==> src/hw/rtl/rgb_levels_pixel_adjust_assert.svh <==
// assertion macros for the rgb levels pixel adjust block
`ifndef RGB_LEVELS_PIXEL_ADJUST_ASSERT_SVH
`define RGB_LEVELS_PIXEL_ADJUST_ASSERT_SVH
`ifndef SYNTHESIS
`define RLPA_ASSERT_IMP(label, clk, rst_n, ante, cons) \
    label: assert property (@(posedge clk) disable iff (!rst_n) (ante) |-> (cons)) \
        else $error("rlpa assertion failed");
`define RLPA_ASSERT_NXT(label, clk, rst_n, ante, cons) \
    label: assert property (@(posedge clk) disable iff (!rst_n) (ante) |=> (cons)) \
        else $error("rlpa assertion failed");
`else
`define RLPA_ASSERT_IMP(label, clk, rst_n, ante, cons)
`define RLPA_ASSERT_NXT(label, clk, rst_n, ante, cons)
`endif
`endif

==> src/hw/rtl/rlpa_pkg.sv <==
// package with widths, register indexes and types of the levels block
`timescale 1ns / 1ps
`default_nettype none
package rlpa_pkg;
    localparam int PIX_W     = 16;
    localparam int BYTE_W    = 8;
    localparam int LEVELS_W  = 64;
    localparam int CFG_IDX_W = 2;
    localparam int PROD_W    = 2 * PIX_W;

    localparam logic [PIX_W-1:0]    PIX_MAX  = 16'hFFFF;
    localparam logic [PIX_W-1:0]    BYTE_MAX = 16'h00FF;
    localparam logic [LEVELS_W-1:0] LEVELS_RESET = 64'h0000_0100_0000_0000;

    localparam logic [CFG_IDX_W-1:0] REG_FORMAT = 2'd0;
    localparam logic [CFG_IDX_W-1:0] REG_RED    = 2'd1;
    localparam logic [CFG_IDX_W-1:0] REG_GREEN  = 2'd2;
    localparam logic [CFG_IDX_W-1:0] REG_BLUE   = 2'd3;

    typedef struct packed {
        logic load;
        logic wide;
        logic wide_s1;
    } t_chan_ctl;
endpackage
`default_nettype wire

==> src/hw/rtl/rlpa_in_if.sv <==
// input pixel channel: valid, ready and the input sample fields
`timescale 1ns / 1ps
`default_nettype none
interface rlpa_in_if;
    logic        valid;
    logic        ready;
    logic [15:0] blue_in;
    logic [15:0] green_in;
    logic [15:0] red_in;
    logic [15:0] alpha_in;

    modport source (output valid, output blue_in, output green_in, output red_in,
                    output alpha_in, input ready);
    modport sink (input valid, input blue_in, input green_in, input red_in,
                  input alpha_in, output ready);
endinterface
`default_nettype wire

==> src/hw/rtl/rlpa_out_if.sv <==
// output pixel channel: valid, ready and the adjusted sample fields
`timescale 1ns / 1ps
`default_nettype none
interface rlpa_out_if;
    logic        valid;
    logic        ready;
    logic [15:0] blue_out;
    logic [15:0] green_out;
    logic [15:0] red_out;
    logic [15:0] alpha_out;

    modport source (output valid, output blue_out, output green_out, output red_out,
                    output alpha_out, input ready);
    modport sink (input valid, input blue_out, input green_out, input red_out,
                  input alpha_out, output ready);
endinterface
`default_nettype wire

==> src/hw/rtl/rlpa_channel.sv <==
// one colour channel: offsets and gain products, then sum and saturation
`timescale 1ns / 1ps
`default_nettype none
module rlpa_channel (
    input  wire logic                           i_clk,
    input  wire rlpa_pkg::t_chan_ctl            i_ctl,
    input  wire logic [rlpa_pkg::PIX_W-1:0]     i_sample,
    input  wire logic [rlpa_pkg::LEVELS_W-1:0]  i_levels,
    output logic      [rlpa_pkg::PIX_W-1:0]     o_result
);
    import rlpa_pkg::*;

    logic [PIX_W-1:0]  w_pre;
    logic [PIX_W-1:0]  w_post;
    logic [PIX_W-1:0]  w_gain_hi;
    logic [PIX_W-1:0]  w_gain_lo;
    logic [PIX_W-1:0]  w_top;
    logic [PIX_W-1:0]  w_c_in;
    logic [PIX_W:0]    w_c_sum;
    logic [PIX_W-1:0]  w_c_sat;
    logic [PIX_W-1:0]  w_c_off;
    logic [PROD_W-1:0] w_p_hi;
    logic [PROD_W-1:0] w_p_lo;
    logic [PIX_W:0]    w_wide_sum;

    logic [PIX_W-1:0]         r_hi_low;
    logic                     r_hi_nz;
    logic [PROD_W-BYTE_W-1:0] r_lo_top;

    assign w_pre     = i_levels[PIX_W-1:0];
    assign w_post    = i_levels[2*PIX_W-1:PIX_W];
    assign w_gain_lo = i_levels[3*PIX_W-1:2*PIX_W];
    assign w_gain_hi = i_levels[4*PIX_W-1:3*PIX_W];

    // front: pre-add, post-subtract, two half-gain products
    always_comb begin
        w_top   = i_ctl.wide ? PIX_MAX : BYTE_MAX;
        w_c_in  = i_ctl.wide ? i_sample : {{(PIX_W-BYTE_W){1'b0}}, i_sample[BYTE_W-1:0]};
        w_c_sum = {1'b0, w_c_in} + {1'b0, w_pre};
        w_c_sat = (w_c_sum > {1'b0, w_top}) ? w_top : w_c_sum[PIX_W-1:0];
        w_c_off = (w_c_sat > w_post) ? (w_c_sat - w_post) : '0;
        w_p_hi  = {{PIX_W{1'b0}}, w_c_off} * {{PIX_W{1'b0}}, w_gain_hi};
        w_p_lo  = {{PIX_W{1'b0}}, w_c_off} * {{PIX_W{1'b0}}, w_gain_lo};
    end

    always_ff @(posedge i_clk) begin
        if (i_ctl.load) begin
            r_hi_low <= w_p_hi[PIX_W-1:0];
            r_hi_nz  <= |w_p_hi;
            r_lo_top <= w_p_lo[PROD_W-1:BYTE_W];
        end
    end

    // back: combine halves and saturate to the channel maximum
    always_comb begin
        w_wide_sum = {1'b0, r_hi_low} + {1'b0, r_lo_top[PROD_W-BYTE_W-1:BYTE_W]};
        if (i_ctl.wide_s1) begin
            o_result = w_wide_sum[PIX_W] ? PIX_MAX : w_wide_sum[PIX_W-1:0];
        end else begin
            o_result = (r_hi_nz || (|r_lo_top[PROD_W-BYTE_W-1:BYTE_W])) ? BYTE_MAX
                     : {{(PIX_W-BYTE_W){1'b0}}, r_lo_top[BYTE_W-1:0]};
        end
    end
endmodule
`default_nettype wire

==> src/hw/rtl/rgb_levels_pixel_adjust.sv <==
// top level of the rgb levels pixel adjust block
// One pixel per clock: a pixel is accepted in every cycle in which the two-stage
// pipeline can move. The first stage does the saturating pre-add and post-subtract
// and two 16x16 gain products per channel, the second sums and saturates into the
// output register. Ready drops only while both stages hold pixels and the output
// is stalled. Registers must be written by the user through the cfg port only
// while no pixel is in flight; the block does not enforce it. Alpha is copied.
`timescale 1ns / 1ps
`default_nettype none
`include "rgb_levels_pixel_adjust_assert.svh"
module rgb_levels_pixel_adjust (
    input  wire logic                            i_clk,
    input  wire logic                            i_rst_n,
    input  wire logic                            i_cfg_we,
    input  wire logic [rlpa_pkg::CFG_IDX_W-1:0]  i_cfg_idx,
    input  wire logic [rlpa_pkg::LEVELS_W-1:0]   i_cfg_data,
    rlpa_in_if.sink                              i_pix,
    rlpa_out_if.source                           o_pix
);
    import rlpa_pkg::*;

    logic                r_format;
    logic [LEVELS_W-1:0] r_red_levels;
    logic [LEVELS_W-1:0] r_green_levels;
    logic [LEVELS_W-1:0] r_blue_levels;

    logic             r_s1_valid;
    logic             n_s1_valid;
    logic             r_s1_wide;
    logic [PIX_W-1:0] r_s1_alpha;
    logic             r_out_valid;
    logic             n_out_valid;
    logic [PIX_W-1:0] r_blue_out;
    logic [PIX_W-1:0] r_green_out;
    logic [PIX_W-1:0] r_red_out;
    logic [PIX_W-1:0] r_alpha_out;

    logic             w_s2_free;
    logic             w_in_ready;
    logic             w_in_beat;
    logic             w_s2_load;
    t_chan_ctl        w_ctl;
    logic [PIX_W-1:0] w_blue;
    logic [PIX_W-1:0] w_green;
    logic [PIX_W-1:0] w_red;

    // register file
    always_ff @(posedge i_clk) begin
        if (!i_rst_n) begin
            r_format       <= 1'b0;
            r_red_levels   <= LEVELS_RESET;
            r_green_levels <= LEVELS_RESET;
            r_blue_levels  <= LEVELS_RESET;
        end else if (i_cfg_we) begin
            unique case (i_cfg_idx)
                REG_FORMAT: r_format       <= i_cfg_data[0];
                REG_RED:    r_red_levels   <= i_cfg_data;
                REG_GREEN:  r_green_levels <= i_cfg_data;
                REG_BLUE:   r_blue_levels  <= i_cfg_data;
            endcase
        end
    end

    // pipeline control
    assign w_s2_free  = !r_out_valid || o_pix.ready;
    assign w_in_ready = !r_s1_valid || w_s2_free;
    assign w_in_beat  = i_pix.valid && w_in_ready;
    assign w_s2_load  = r_s1_valid && w_s2_free;

    always_comb begin
        n_s1_valid  = w_in_beat ? 1'b1 : (w_s2_free ? 1'b0 : r_s1_valid);
        n_out_valid = w_s2_free ? r_s1_valid : r_out_valid;
    end

    always_ff @(posedge i_clk) begin
        if (!i_rst_n) begin
            r_s1_valid  <= 1'b0;
            r_out_valid <= 1'b0;
        end else begin
            r_s1_valid  <= n_s1_valid;
            r_out_valid <= n_out_valid;
        end
    end

    always_ff @(posedge i_clk) begin
        if (w_in_beat) begin
            r_s1_wide  <= r_format;
            r_s1_alpha <= i_pix.alpha_in;
        end
        if (w_s2_load) begin
            r_blue_out  <= w_blue;
            r_green_out <= w_green;
            r_red_out   <= w_red;
            r_alpha_out <= r_s1_alpha;
        end
    end

    assign w_ctl.load    = w_in_beat;
    assign w_ctl.wide    = r_format;
    assign w_ctl.wide_s1 = r_s1_wide;

    rlpa_channel u_blue (
        .i_clk    (i_clk),
        .i_ctl    (w_ctl),
        .i_sample (i_pix.blue_in),
        .i_levels (r_blue_levels),
        .o_result (w_blue)
    );

    rlpa_channel u_green (
        .i_clk    (i_clk),
        .i_ctl    (w_ctl),
        .i_sample (i_pix.green_in),
        .i_levels (r_green_levels),
        .o_result (w_green)
    );

    rlpa_channel u_red (
        .i_clk    (i_clk),
        .i_ctl    (w_ctl),
        .i_sample (i_pix.red_in),
        .i_levels (r_red_levels),
        .o_result (w_red)
    );

    assign i_pix.ready     = w_in_ready;
    assign o_pix.valid     = r_out_valid;
    assign o_pix.blue_out  = r_blue_out;
    assign o_pix.green_out = r_green_out;
    assign o_pix.red_out   = r_red_out;
    assign o_pix.alpha_out = r_alpha_out;

    // a beat taken in lands in the first stage
    `RLPA_ASSERT_NXT(a_in_to_s1, i_clk, i_rst_n, w_in_beat, r_s1_valid)
    // a first-stage pixel is never dropped while the output is stalled
    `RLPA_ASSERT_NXT(a_s1_hold, i_clk, i_rst_n, r_s1_valid && !w_s2_free, r_s1_valid)
    // a first-stage pixel moving on shows up at the output
    `RLPA_ASSERT_NXT(a_s1_to_out, i_clk, i_rst_n, w_s2_load, r_out_valid)
    // 8-bit results stay within a byte
    `RLPA_ASSERT_NXT(a_narrow_range, i_clk, i_rst_n, w_s2_load && !r_s1_wide,
        r_blue_out[15:8] == 8'h00 && r_green_out[15:8] == 8'h00 && r_red_out[15:8] == 8'h00)
endmodule
`default_nettype wire
==> src/flat_wrapper.sv <==
// flat-port wrapper written by rule: the top's interface ports become plain ports
module rgb_levels_pixel_adjust_flat import rlpa_pkg::*;
  (i_clk, i_rst_n, i_cfg_we, i_cfg_idx, i_cfg_data, i_pix_valid, i_pix_blue_in, i_pix_green_in, i_pix_red_in, i_pix_alpha_in, i_pix_ready, o_pix_valid, o_pix_blue_out, o_pix_green_out, o_pix_red_out, o_pix_alpha_out, o_pix_ready);
  rlpa_in_if i_pix_i ();
  rlpa_out_if o_pix_i ();
  input  wire logic i_clk;
  input  wire logic i_rst_n;
  input  wire logic i_cfg_we;
  input  wire logic [rlpa_pkg::CFG_IDX_W-1:0] i_cfg_idx;
  input  wire logic [rlpa_pkg::LEVELS_W-1:0] i_cfg_data;
  input wire logic [$bits(i_pix_i.valid)-1:0] i_pix_valid;
  input wire logic [$bits(i_pix_i.blue_in)-1:0] i_pix_blue_in;
  input wire logic [$bits(i_pix_i.green_in)-1:0] i_pix_green_in;
  input wire logic [$bits(i_pix_i.red_in)-1:0] i_pix_red_in;
  input wire logic [$bits(i_pix_i.alpha_in)-1:0] i_pix_alpha_in;
  output wire logic [$bits(i_pix_i.ready)-1:0] i_pix_ready;
  output wire logic [$bits(o_pix_i.valid)-1:0] o_pix_valid;
  output wire logic [$bits(o_pix_i.blue_out)-1:0] o_pix_blue_out;
  output wire logic [$bits(o_pix_i.green_out)-1:0] o_pix_green_out;
  output wire logic [$bits(o_pix_i.red_out)-1:0] o_pix_red_out;
  output wire logic [$bits(o_pix_i.alpha_out)-1:0] o_pix_alpha_out;
  input wire logic [$bits(o_pix_i.ready)-1:0] o_pix_ready;
  assign i_pix_i.valid = i_pix_valid;
  assign i_pix_i.blue_in = i_pix_blue_in;
  assign i_pix_i.green_in = i_pix_green_in;
  assign i_pix_i.red_in = i_pix_red_in;
  assign i_pix_i.alpha_in = i_pix_alpha_in;
  assign i_pix_ready = i_pix_i.ready;
  assign o_pix_valid = o_pix_i.valid;
  assign o_pix_blue_out = o_pix_i.blue_out;
  assign o_pix_green_out = o_pix_i.green_out;
  assign o_pix_red_out = o_pix_i.red_out;
  assign o_pix_alpha_out = o_pix_i.alpha_out;
  assign o_pix_i.ready = o_pix_ready;
  rgb_levels_pixel_adjust u_core (.i_clk(i_clk), .i_rst_n(i_rst_n), .i_cfg_we(i_cfg_we), .i_cfg_idx(i_cfg_idx), .i_cfg_data(i_cfg_data), .i_pix(i_pix_i), .o_pix(o_pix_i));
endmodule
==> config.mk <==
export PLATFORM = sky130hd
export DESIGN_NAME = rgb_levels_pixel_adjust_flat
export DESIGN_NICKNAME = d
export VERILOG_FILES = /design/src/hw/rtl/rlpa_pkg.sv /design/src/hw/rtl/rlpa_in_if.sv /design/src/hw/rtl/rlpa_out_if.sv /design/src/hw/rtl/rlpa_channel.sv /design/src/hw/rtl/rgb_levels_pixel_adjust.sv /design/src/flat_wrapper.sv
export VERILOG_INCLUDE_DIRS = /design/src /design/src/hw/rtl
export SDC_FILE = /design/constraint.sdc
export NUM_CORES = 2
export LEC_CHECK = 0
export BUFFER_PORTS_ARGS = -buffer_cell sky130_fd_sc_hd__buf_2
export CAP_MARGIN = 20
export CELL_PAD_IN_SITES_DETAIL_PLACEMENT = 1
export CELL_PAD_IN_SITES_GLOBAL_PLACEMENT = 1
export CORE_ASPECT_RATIO = 1.25
export CORE_MARGIN = 5
export CORE_UTILIZATION = 30
export CTS_BUF_LIST = sky130_fd_sc_hd__clkbuf_2 sky130_fd_sc_hd__clkbuf_4 sky130_fd_sc_hd__clkbuf_8
export CTS_CLUSTER_DIAMETER = 200
export DETAILED_ROUTE_END_ITERATION = 10
export GPL_ROUTABILITY_DRIVEN = 0
export PLACE_DENSITY = 0.58
export SLEW_MARGIN = 20
export SYNTH_ARGS = -nofsm -noshare
export SYNTH_HDL_FRONTEND = slang
export SYNTH_SLANG_ARGS = --single-unit
==> constraint.sdc <==
create_clock -name i_clk -period 18.1 [get_ports i_clk]
set_input_delay 1.81 -clock i_clk [delete_from_list [all_inputs] [get_ports i_clk]]
set_output_delay 1.81 -clock i_clk [all_outputs]
set_load 0.05 [all_outputs]
== Word level (Yosys, flattened, before mapping) ==
Index checks and enable logic that the tools add are counted.

* Reduce and logical (&&, ||, !) cells: 21
* Magnitude comparators: 6
* Multiplexer cells: 21
* Eq/ne operators: 3
* $mul: 6
* Add/sub/neg operators: 9

{| class="wikitable"
|+ Operators by type and width
! operator !! count
|-
| 2-to-1 mux 16 bit || 16
|-
| multiplier 16 x 16 -> 32 bit || 6
|-
| adder 16 x 16 -> 17 bit || 6
|-
| OR reduction 32 bit || 3
|-
| greater-than comparator 17 x 16 -> 1 bit || 3
|-
| greater-than comparator 16 bit || 3
|-
| OR reduction 16 bit || 3
|-
| subtractor 16 bit || 3
|-
| 2-to-1 mux 8 bit || 3
|-
| AND reduction 2 bit || 4
|-
| logical OR 1 bit || 5
|-
| equality test 2 bit (second input constant) || 2
|-
| equality test 2 x 1 -> 1 bit (second input constant) || 1
|-
| logical AND 1 bit || 2
|-
| logical NOT 1 bit || 2
|-
| logical NOT 2 bit || 1
|-
| 2-to-1 mux 1 bit || 2
|-
| nonzero test 2 bit || 1
|}

* Output and inout port bits: 66
* Word-level logic and storage cells: 87
* Bits in registers: 399

== Depth between registers and ports, before layout ==
* Word-level depth: 8
* Mapped depth: 60
* Depth with buffers taken out: 58

== Modules after synthesis ==
From an unflattened synthesis, not the netlist that was laid out.

* Cells, all modules: 7930
* Area total of the unflattened synthesis: 71945.3 um2

{| class="wikitable"
|+ By module, submodules not included
! module !! instances !! area an instance (um2) !! cells each !! sequential area each (um2)
|-
| rlpa_channel at u_core.u_red || 1 || 20883.8 || 2388 || 1231.2
|-
| rlpa_channel at u_core.u_blue || 1 || 20739.9 || 2348 || 1231.2
|-
| rlpa_channel at u_core.u_green || 1 || 20609.8 || 2407 || 1231.2
|-
| rgb_levels_pixel_adjust || 1 || 9711.8 || 787 || 6336.1
|}

== Least setup slack after synthesis ==
No wires, ideal clock.

* Path kind: input to register
* From: in i_pix_green_in[0]
* To: reg u_core.u_green.r_hi_nz, data pin
* Arrival time: 13831 ps
* Stages: 55
* Required time: 17834 ps
* Library setup time: 266 ps
* Buffers on the path: 2
* Slack: 4002 ps
* Cells stage by stage: ha_1 inv_1 fa_1 nor2b_1 o21ai_0 a21boi_0 o21ai_0 a21boi_0 o21ai_1 a31oi_1 a21o_1 a21oi_1 xnor2_1 ha_1 nand2_1 nor2_1 a221oi_1 o21ai_0 (+19 left out) fa_1 inv_1 fa_1 inv_1 fa_1 fa_1 fa_1 inv_1 ha_1 a21o_1 a21o_1 a221o_1 a311o_1 or4_1 or4_1 a2111oi_2 and3_1 nand4_1

* Word-level cells in the longest chain between the ends: 8

{| class="wikitable"
|+ RTL lines
! item !! RTL line !! text
|-
| start, declared || flat_wrapper.sv:13 || <nowiki>input wire logic [$bits(i_pix_i.green_in)-1:0] i_pix_green_in;</nowiki>
|-
| 2-to-1 mux 16 bit * || rlpa_channel.sv:38 || <nowiki>w_c_in = i_ctl.wide ? i_sample : {{(PIX_W-BYTE_W){1'b0}}, i_sample[BYTE_W-1:0]};</nowiki>
|-
| adder 16 x 16 -> 17 bit * || rlpa_channel.sv:39 || <nowiki>w_c_sum = {1'b0, w_c_in} + {1'b0, w_pre};</nowiki>
|-
| greater-than comparator 17 x 16 -> 1 bit || rlpa_channel.sv:40 || <nowiki>w_c_sat = (w_c_sum > {1'b0, w_top}) ? w_top : w_c_sum[PIX_W-1:0];</nowiki>
|-
| 2-to-1 mux 16 bit * || rlpa_channel.sv:40 ||
|-
| subtractor 16 bit / greater-than comparator 16 bit (equally long branches) || rlpa_channel.sv:41 || <nowiki>w_c_off = (w_c_sat > w_post) ? (w_c_sat - w_post) : '0;</nowiki>
|-
| 2-to-1 mux 16 bit * || rlpa_channel.sv:41 ||
|-
| multiplier 16 x 16 -> 32 bit * || rlpa_channel.sv:42 || <nowiki>w_p_hi = {{PIX_W{1'b0}}, w_c_off} * {{PIX_W{1'b0}}, w_gain_hi};</nowiki>
|-
| OR reduction 32 bit * || rlpa_channel.sv:49 || <nowiki>r_hi_nz <= |w_p_hi;</nowiki>
|-
| end signal, assigned || rlpa_channel.sv:49 ||
|-
| end, declared || rlpa_channel.sv:27 || <nowiki>logic r_hi_nz;</nowiki>
|}

Mark *: on every way between the ends. The rest lies on a longest branch, timed or not.
A chain may end at the register's enable or synchronous reset.

== Worst setup path in the final report ==
* From: in i_pix_red_in[1]
* To: reg u_core.u_red.r_hi_nz, data pin

* Word-level cells in the longest chain between the ends: 8

{| class="wikitable"
|+ RTL lines
! item !! RTL line !! text
|-
| start, declared || flat_wrapper.sv:14 || <nowiki>input wire logic [$bits(i_pix_i.red_in)-1:0] i_pix_red_in;</nowiki>
|-
| 2-to-1 mux 16 bit * || rlpa_channel.sv:38 ||
|-
| adder 16 x 16 -> 17 bit * || rlpa_channel.sv:39 ||
|-
| greater-than comparator 17 x 16 -> 1 bit || rlpa_channel.sv:40 ||
|-
| 2-to-1 mux 16 bit * || rlpa_channel.sv:40 ||
|-
| subtractor 16 bit / greater-than comparator 16 bit (equally long branches) || rlpa_channel.sv:41 ||
|-
| 2-to-1 mux 16 bit * || rlpa_channel.sv:41 ||
|-
| multiplier 16 x 16 -> 32 bit * || rlpa_channel.sv:42 ||
|-
| OR reduction 32 bit * || rlpa_channel.sv:49 ||
|-
| end signal, assigned || rlpa_channel.sv:49 ||
|-
| end, declared || rlpa_channel.sv:27 ||
|}

Marked as above.

==> impl_table.tex <==
\begin{tabular}{lr}
\hline
Metric & Value \\
\hline
\multicolumn{2}{l}{\textbf{Status}} \\
\quad Run status & finished clean \\
\multicolumn{2}{l}{\textbf{Timing}} \\
\quad Headroom to the max-slew limit & about a fifth \\
\quad Setup Skew & between 0.06 and 0.07 ns \\
\quad Final max-slew violation count & 0 \\
\quad Final worst path period share & 84.8\% \\
\quad Final critical-path required period & about 15 ns \\
\quad Post-route setup slack & 2.75 ns \\
\quad Highest clock rate & $\sim$0.065 GHz \\
\quad Slew at the pin closest to its max-slew limit & 1.19 ns \\
\quad Final Setup Violations & 0 \\
\quad Setup repair after global routing missed its margin & false \\
\quad Number of hold violations in the final report & 0 \\
\quad Sum of negative setup slack & 0 ns \\
\multicolumn{2}{l}{\textbf{Place}} \\
\quad Dpl hpwl & 191 mm \\
\quad Number of port buffers & 200 \\
\quad Area of placed instances & approximately 0.076 mm2 \\
\quad Post-place setup slack & 1.89 ns \\
\multicolumn{2}{l}{\textbf{Worst setup path}} \\
\quad Launching element type of the critical path & primary input \\
\quad Max FO, Critical Path & 14 \\
\quad Slowest stage delay, CP & 0.84 ns \\
\quad Worst R2R Start & u\_core.r\_format\$\_SDFFE\_PN0P\_ \\
\quad Crit path arrival time & approximately 16 ns \\
\quad Most used cell along the critical path & fa\_1 \\
\quad Slowest library cell on the worst path & nor2\_2 \\
\quad Kind of critical path & primary input to flip-flop \\
\quad Worst setup path startpoint & i\_pix\_red\_in[1] \\
\quad Critical path endpoint category & flip-flop \\
\quad Required time reported for the critical path endpoint & 18.65 ns \\
\multicolumn{2}{l}{\textbf{Floorplanning}} \\
\quad Vertical die dimension & 554 um \\
\quad Boundary Pins & 201 \\
\quad Core ar. & roughly 0.24 mm2 \\
\quad Number of standard-cell rows in the floorplan & 199 \\
\quad Initial core utilization & 30.2\% \\
\quad Die Wd & 445 um \\
\quad Total Die Area & 0.247 mm2 \\
\multicolumn{2}{l}{\textbf{Yosys}} \\
\quad Part of the Yosys area used for sequential elements & 14.1\% \\
\quad Count of state elements after synthesis & 399 \\
\quad Post-synth ARST share & 0\% \\
\quad Synthesized area per cell & 8.89 um2 \\
\quad Post-synth EDFFs & around 200 \\
\quad Dominant register cell in the synthesized netlist & edfxtp\_1 \\
\quad Netlist cell types & 83 \\
\quad Count of warnings emitted by yosys & 0 \\
\quad Net count after synthesis & 10100 \\
\quad Post-Synthesis Cell Area & 0.0711 mm2 \\
\quad Syn Inst Count & 7998 \\
\multicolumn{2}{l}{\textbf{Detailed routing}} \\
\quad Antenna Violating Nets Remaining & 0 \\
\quad Final routed wire length divided by cell count & 21.4 um \\
\quad First-pass DRT Iterations & 7 \\
\quad Drt drc & 0 \\
\quad 1st-iter DRT viols & 2459 \\
\quad Vias per inst & 4.92 \\
\quad Drt total wl & 240 mm \\
\quad Number of vias in the routed layout & 55100 \\
\multicolumn{2}{l}{\textbf{Clock tree}} \\
\quad Clock-pin slew reported for the worst setup and hold paths after clock tree synthesis & 0.06 ns \\
\quad Buffer type at the clock tree root & clkbuf\_8 \\
\quad Number of hold buffers added after cts & 0 \\
\quad Clock latency on the worst-skew pair & 0.84 ns \\
\quad Number of post-CTS setup repair buffers & 0 \\
\quad Number of sinks driven by the clock tree & 399 \\
\quad Gates resized, CTS repair & 0 \\
\quad H-Tree Depth & 3 \\
\quad Clock buffers created by TritonCTS & 85 \\
\quad CTS Buffer Depth & 3 \\
\quad Clock tree from TritonCTS & done \\
\multicolumn{2}{l}{\textbf{Job}} \\
\quad Max-cap viol count & 0 \\
\multicolumn{2}{l}{\textbf{Final layout}} \\
\quad Final core utilization & 33.0\% \\
\quad Net count reported at finish & 10100 \\
\quad Ratio of cells with drive above 1 in the final layout & under 10\% \\
\quad Final instance area & approximately 0.078 mm2 \\
\quad Fillers & around 28000 \\
\quad Area grow syn2layout & 9.18\% \\
\multicolumn{2}{l}{\textbf{GRT}} \\
\quad Maximum number of pins on one net before global-route repair & 112 \\
\quad Via count of the first global-routing pass & 62600 \\
\quad Wire length of the first global-routing pass & 374 mm \\
\quad Total GRT Usage & approximately a fifth \\
\quad Antenna violations before repair & 21 \\
\quad Global route total overflow & 0 \\
\multicolumn{2}{l}{\textbf{Power and ir drop}} \\
\quad Post-route total power & 6.60 mW \\
\quad Maximum resistive drop on vdd & $\sim$0.078 mV \\
\quad Power density cells & 85.1 mW/mm2 \\
\quad Leakage component of the power & 35.3 nW \\
\multicolumn{2}{l}{\textbf{Worst hold path}} \\
\quad Hold Path Origin & u\_core.r\_s1\_alpha[12]\$\_DFFE\_PP\_ \\
\quad Kind of path behind the tightest hold check & flip-flop to flip-flop \\
\hline
\end{tabular}
[stage by stage]
stage                     cells  hold slack [ns]
after floorplan            7998            0.400
after global placement    11000            0.401
after detailed placement  11000            0.406
after CTS                 11200            0.419
after global routing      11200            0.420
final                     11200            0.418
[registers in the layout, summed over array words and instances (netlist names), 16 cells and up]
name / count
u_core.u_green.r_lo_top: 24
u_core.r_s1_alpha: 16
u_core.o_pix.red_out: 16
u_core.u_green.r_hi_low: 16
u_core.u_blue.r_lo_top: 24
u_core.o_pix.alpha_out: 16
u_core.u_red.r_lo_top: 24
u_core.o_pix.green_out: 16
u_core.r_green_levels: 64
u_core.r_blue_levels: 64
u_core.u_red.r_hi_low: 16
u_core.o_pix.blue_out: 16
u_core.u_blue.r_hi_low: 16
u_core.r_red_levels: 64
[layer usage]
layer  wire (um)  up-vias  global-route usage [%]
li1            -    25200                       -
met1      101000    28600                    24.0
met2      121000      970                    35.3
met3        8530      325                    2.33
met4        9360       10                    6.80
met5          72        -                       0
[final cells by class]
class	count	area (um2)	area share (%)
Antenna cell	9	22.5	0.0290
Sequential cell	399	10000	12.9
Inverter	1405	5270	6.79
Multi-Input combinational cell	5826	54700	70.5
Clock inverter	41	488	0.628
Tap cell	3115	3900	5.02
Timing Repair Buffer	302	1790	2.30
Clock buffer	110	1430	1.84
[where the power goes]
group	internal, mW	switching (mW)
registers	1.14	0.105
clock network	0.649	0.493
logic	1.35	2.87
total	3.14	3.46
[cell families (layout without fill, tap and decap cells)]
group           count (synthesis)  after routing  synth area share, %
buf+inv                      1773           1858                 9.37
other cells                     0              9                    0
flops                         399            399                 14.1
mux                            27             27                0.417
fa+ha+maj                    1953           1953                 46.7
simple gates                 2700           2700                 17.9
compound gates                913            913                 8.61
xor+xnor                      233            233                 2.89
[placed cells by master (no fill, tap or decap), drive strengths merged, types with 52 or more instances in the layout]
| master | netlist | routed |
|---|---|---|
| nand2 | 1301 | 1301 |
| a21boi | 211 | 211 |
| buf | 20 | 302 |
| fa | 1170 | 1170 |
| nor2 | 263 | 263 |
| xor2 | 90 | 90 |
| and3 | 86 | 86 |
| nor2b | 52 | 52 |
| inv | 1404 | 1407 |
| dfxtp | 195 | 195 |
| xnor2 | 143 | 143 |
| edfxtp | 204 | 204 |
| and2 | 556 | 556 |
| a21o | 95 | 95 |
| nand3 | 184 | 184 |
| o21ai | 122 | 122 |
| nor3 | 87 | 87 |
| clkbuf | 348 | 110 |
| a21oi | 233 | 233 |
| ha | 783 | 783 |
[Yosys cell counts (17+ instances only)]
| cell | n | share of area, % |
|---|---|---|
| xnor2_1 | 141 | 1.7 |
| nand2_1 | 1301 | 6.9 |
| nor2b_1 | 52 | 0.46 |
| xor2_1 | 90 | 1.1 |
| a31oi_1 | 22 | 0.19 |
| nand2b_1 | 29 | 0.26 |
| o21bai_1 | 33 | 0.35 |
| a21o_1 | 95 | 1.0 |
| nand3_1 | 184 | 1.3 |
| nand4_1 | 34 | 0.30 |
| buf_1 | 19 | 0.10 |
| nor3_1 | 87 | 0.61 |
| nor2_1 | 263 | 1.4 |
| mux2_2 | 21 | 0.33 |
| dfxtp_1 | 195 | 5.5 |
| o21a_1 | 43 | 0.45 |
| o22a_1 | 21 | 0.26 |
| a21boi_0 | 209 | 2.2 |
| and2_1 | 556 | 4.9 |
| a21oi_1 | 232 | 1.6 |
| and3_1 | 86 | 0.76 |
| or2_2 | 17 | 0.15 |
| a211oi_1 | 17 | 0.18 |
| fa_1 | 1170 | 33 |
| edfxtp_1 | 204 | 8.6 |
| o21ai_0 | 113 | 0.80 |
| ha_1 | 783 | 14 |
| nor4_1 | 32 | 0.28 |
| clkbuf_1 | 347 | 1.8 |
| inv_1 | 1404 | 7.4 |
[critical path, delay by kind of cell]
family          cells  cell delay (ns)
fa+ha+maj          11             4.68
compound gates     20             4.65
simple gates       16             3.76
buf+inv             7             0.72
xor+xnor            1             0.24
[path summary, 6_finish.rpt]
| check | to | slack [ns] | cells past startpoint |
|---|---|---|---|
| max reg2reg | u_core.u_blue.r_lo_top[19]$_DFFE_PP_ | 3.42 | 52 |
| min | u_core.o_pix.alpha_out[12]$_DFFE_PP_ | 0.42 | 0 |
| max | u_core.u_red.r_hi_nz$_DFFE_PP_ | 2.75 | 55 |
| min reg2reg | u_core.o_pix.alpha_out[12]$_DFFE_PP_ | 0.42 | 0 |
Power figures use the tool's default switching activity.
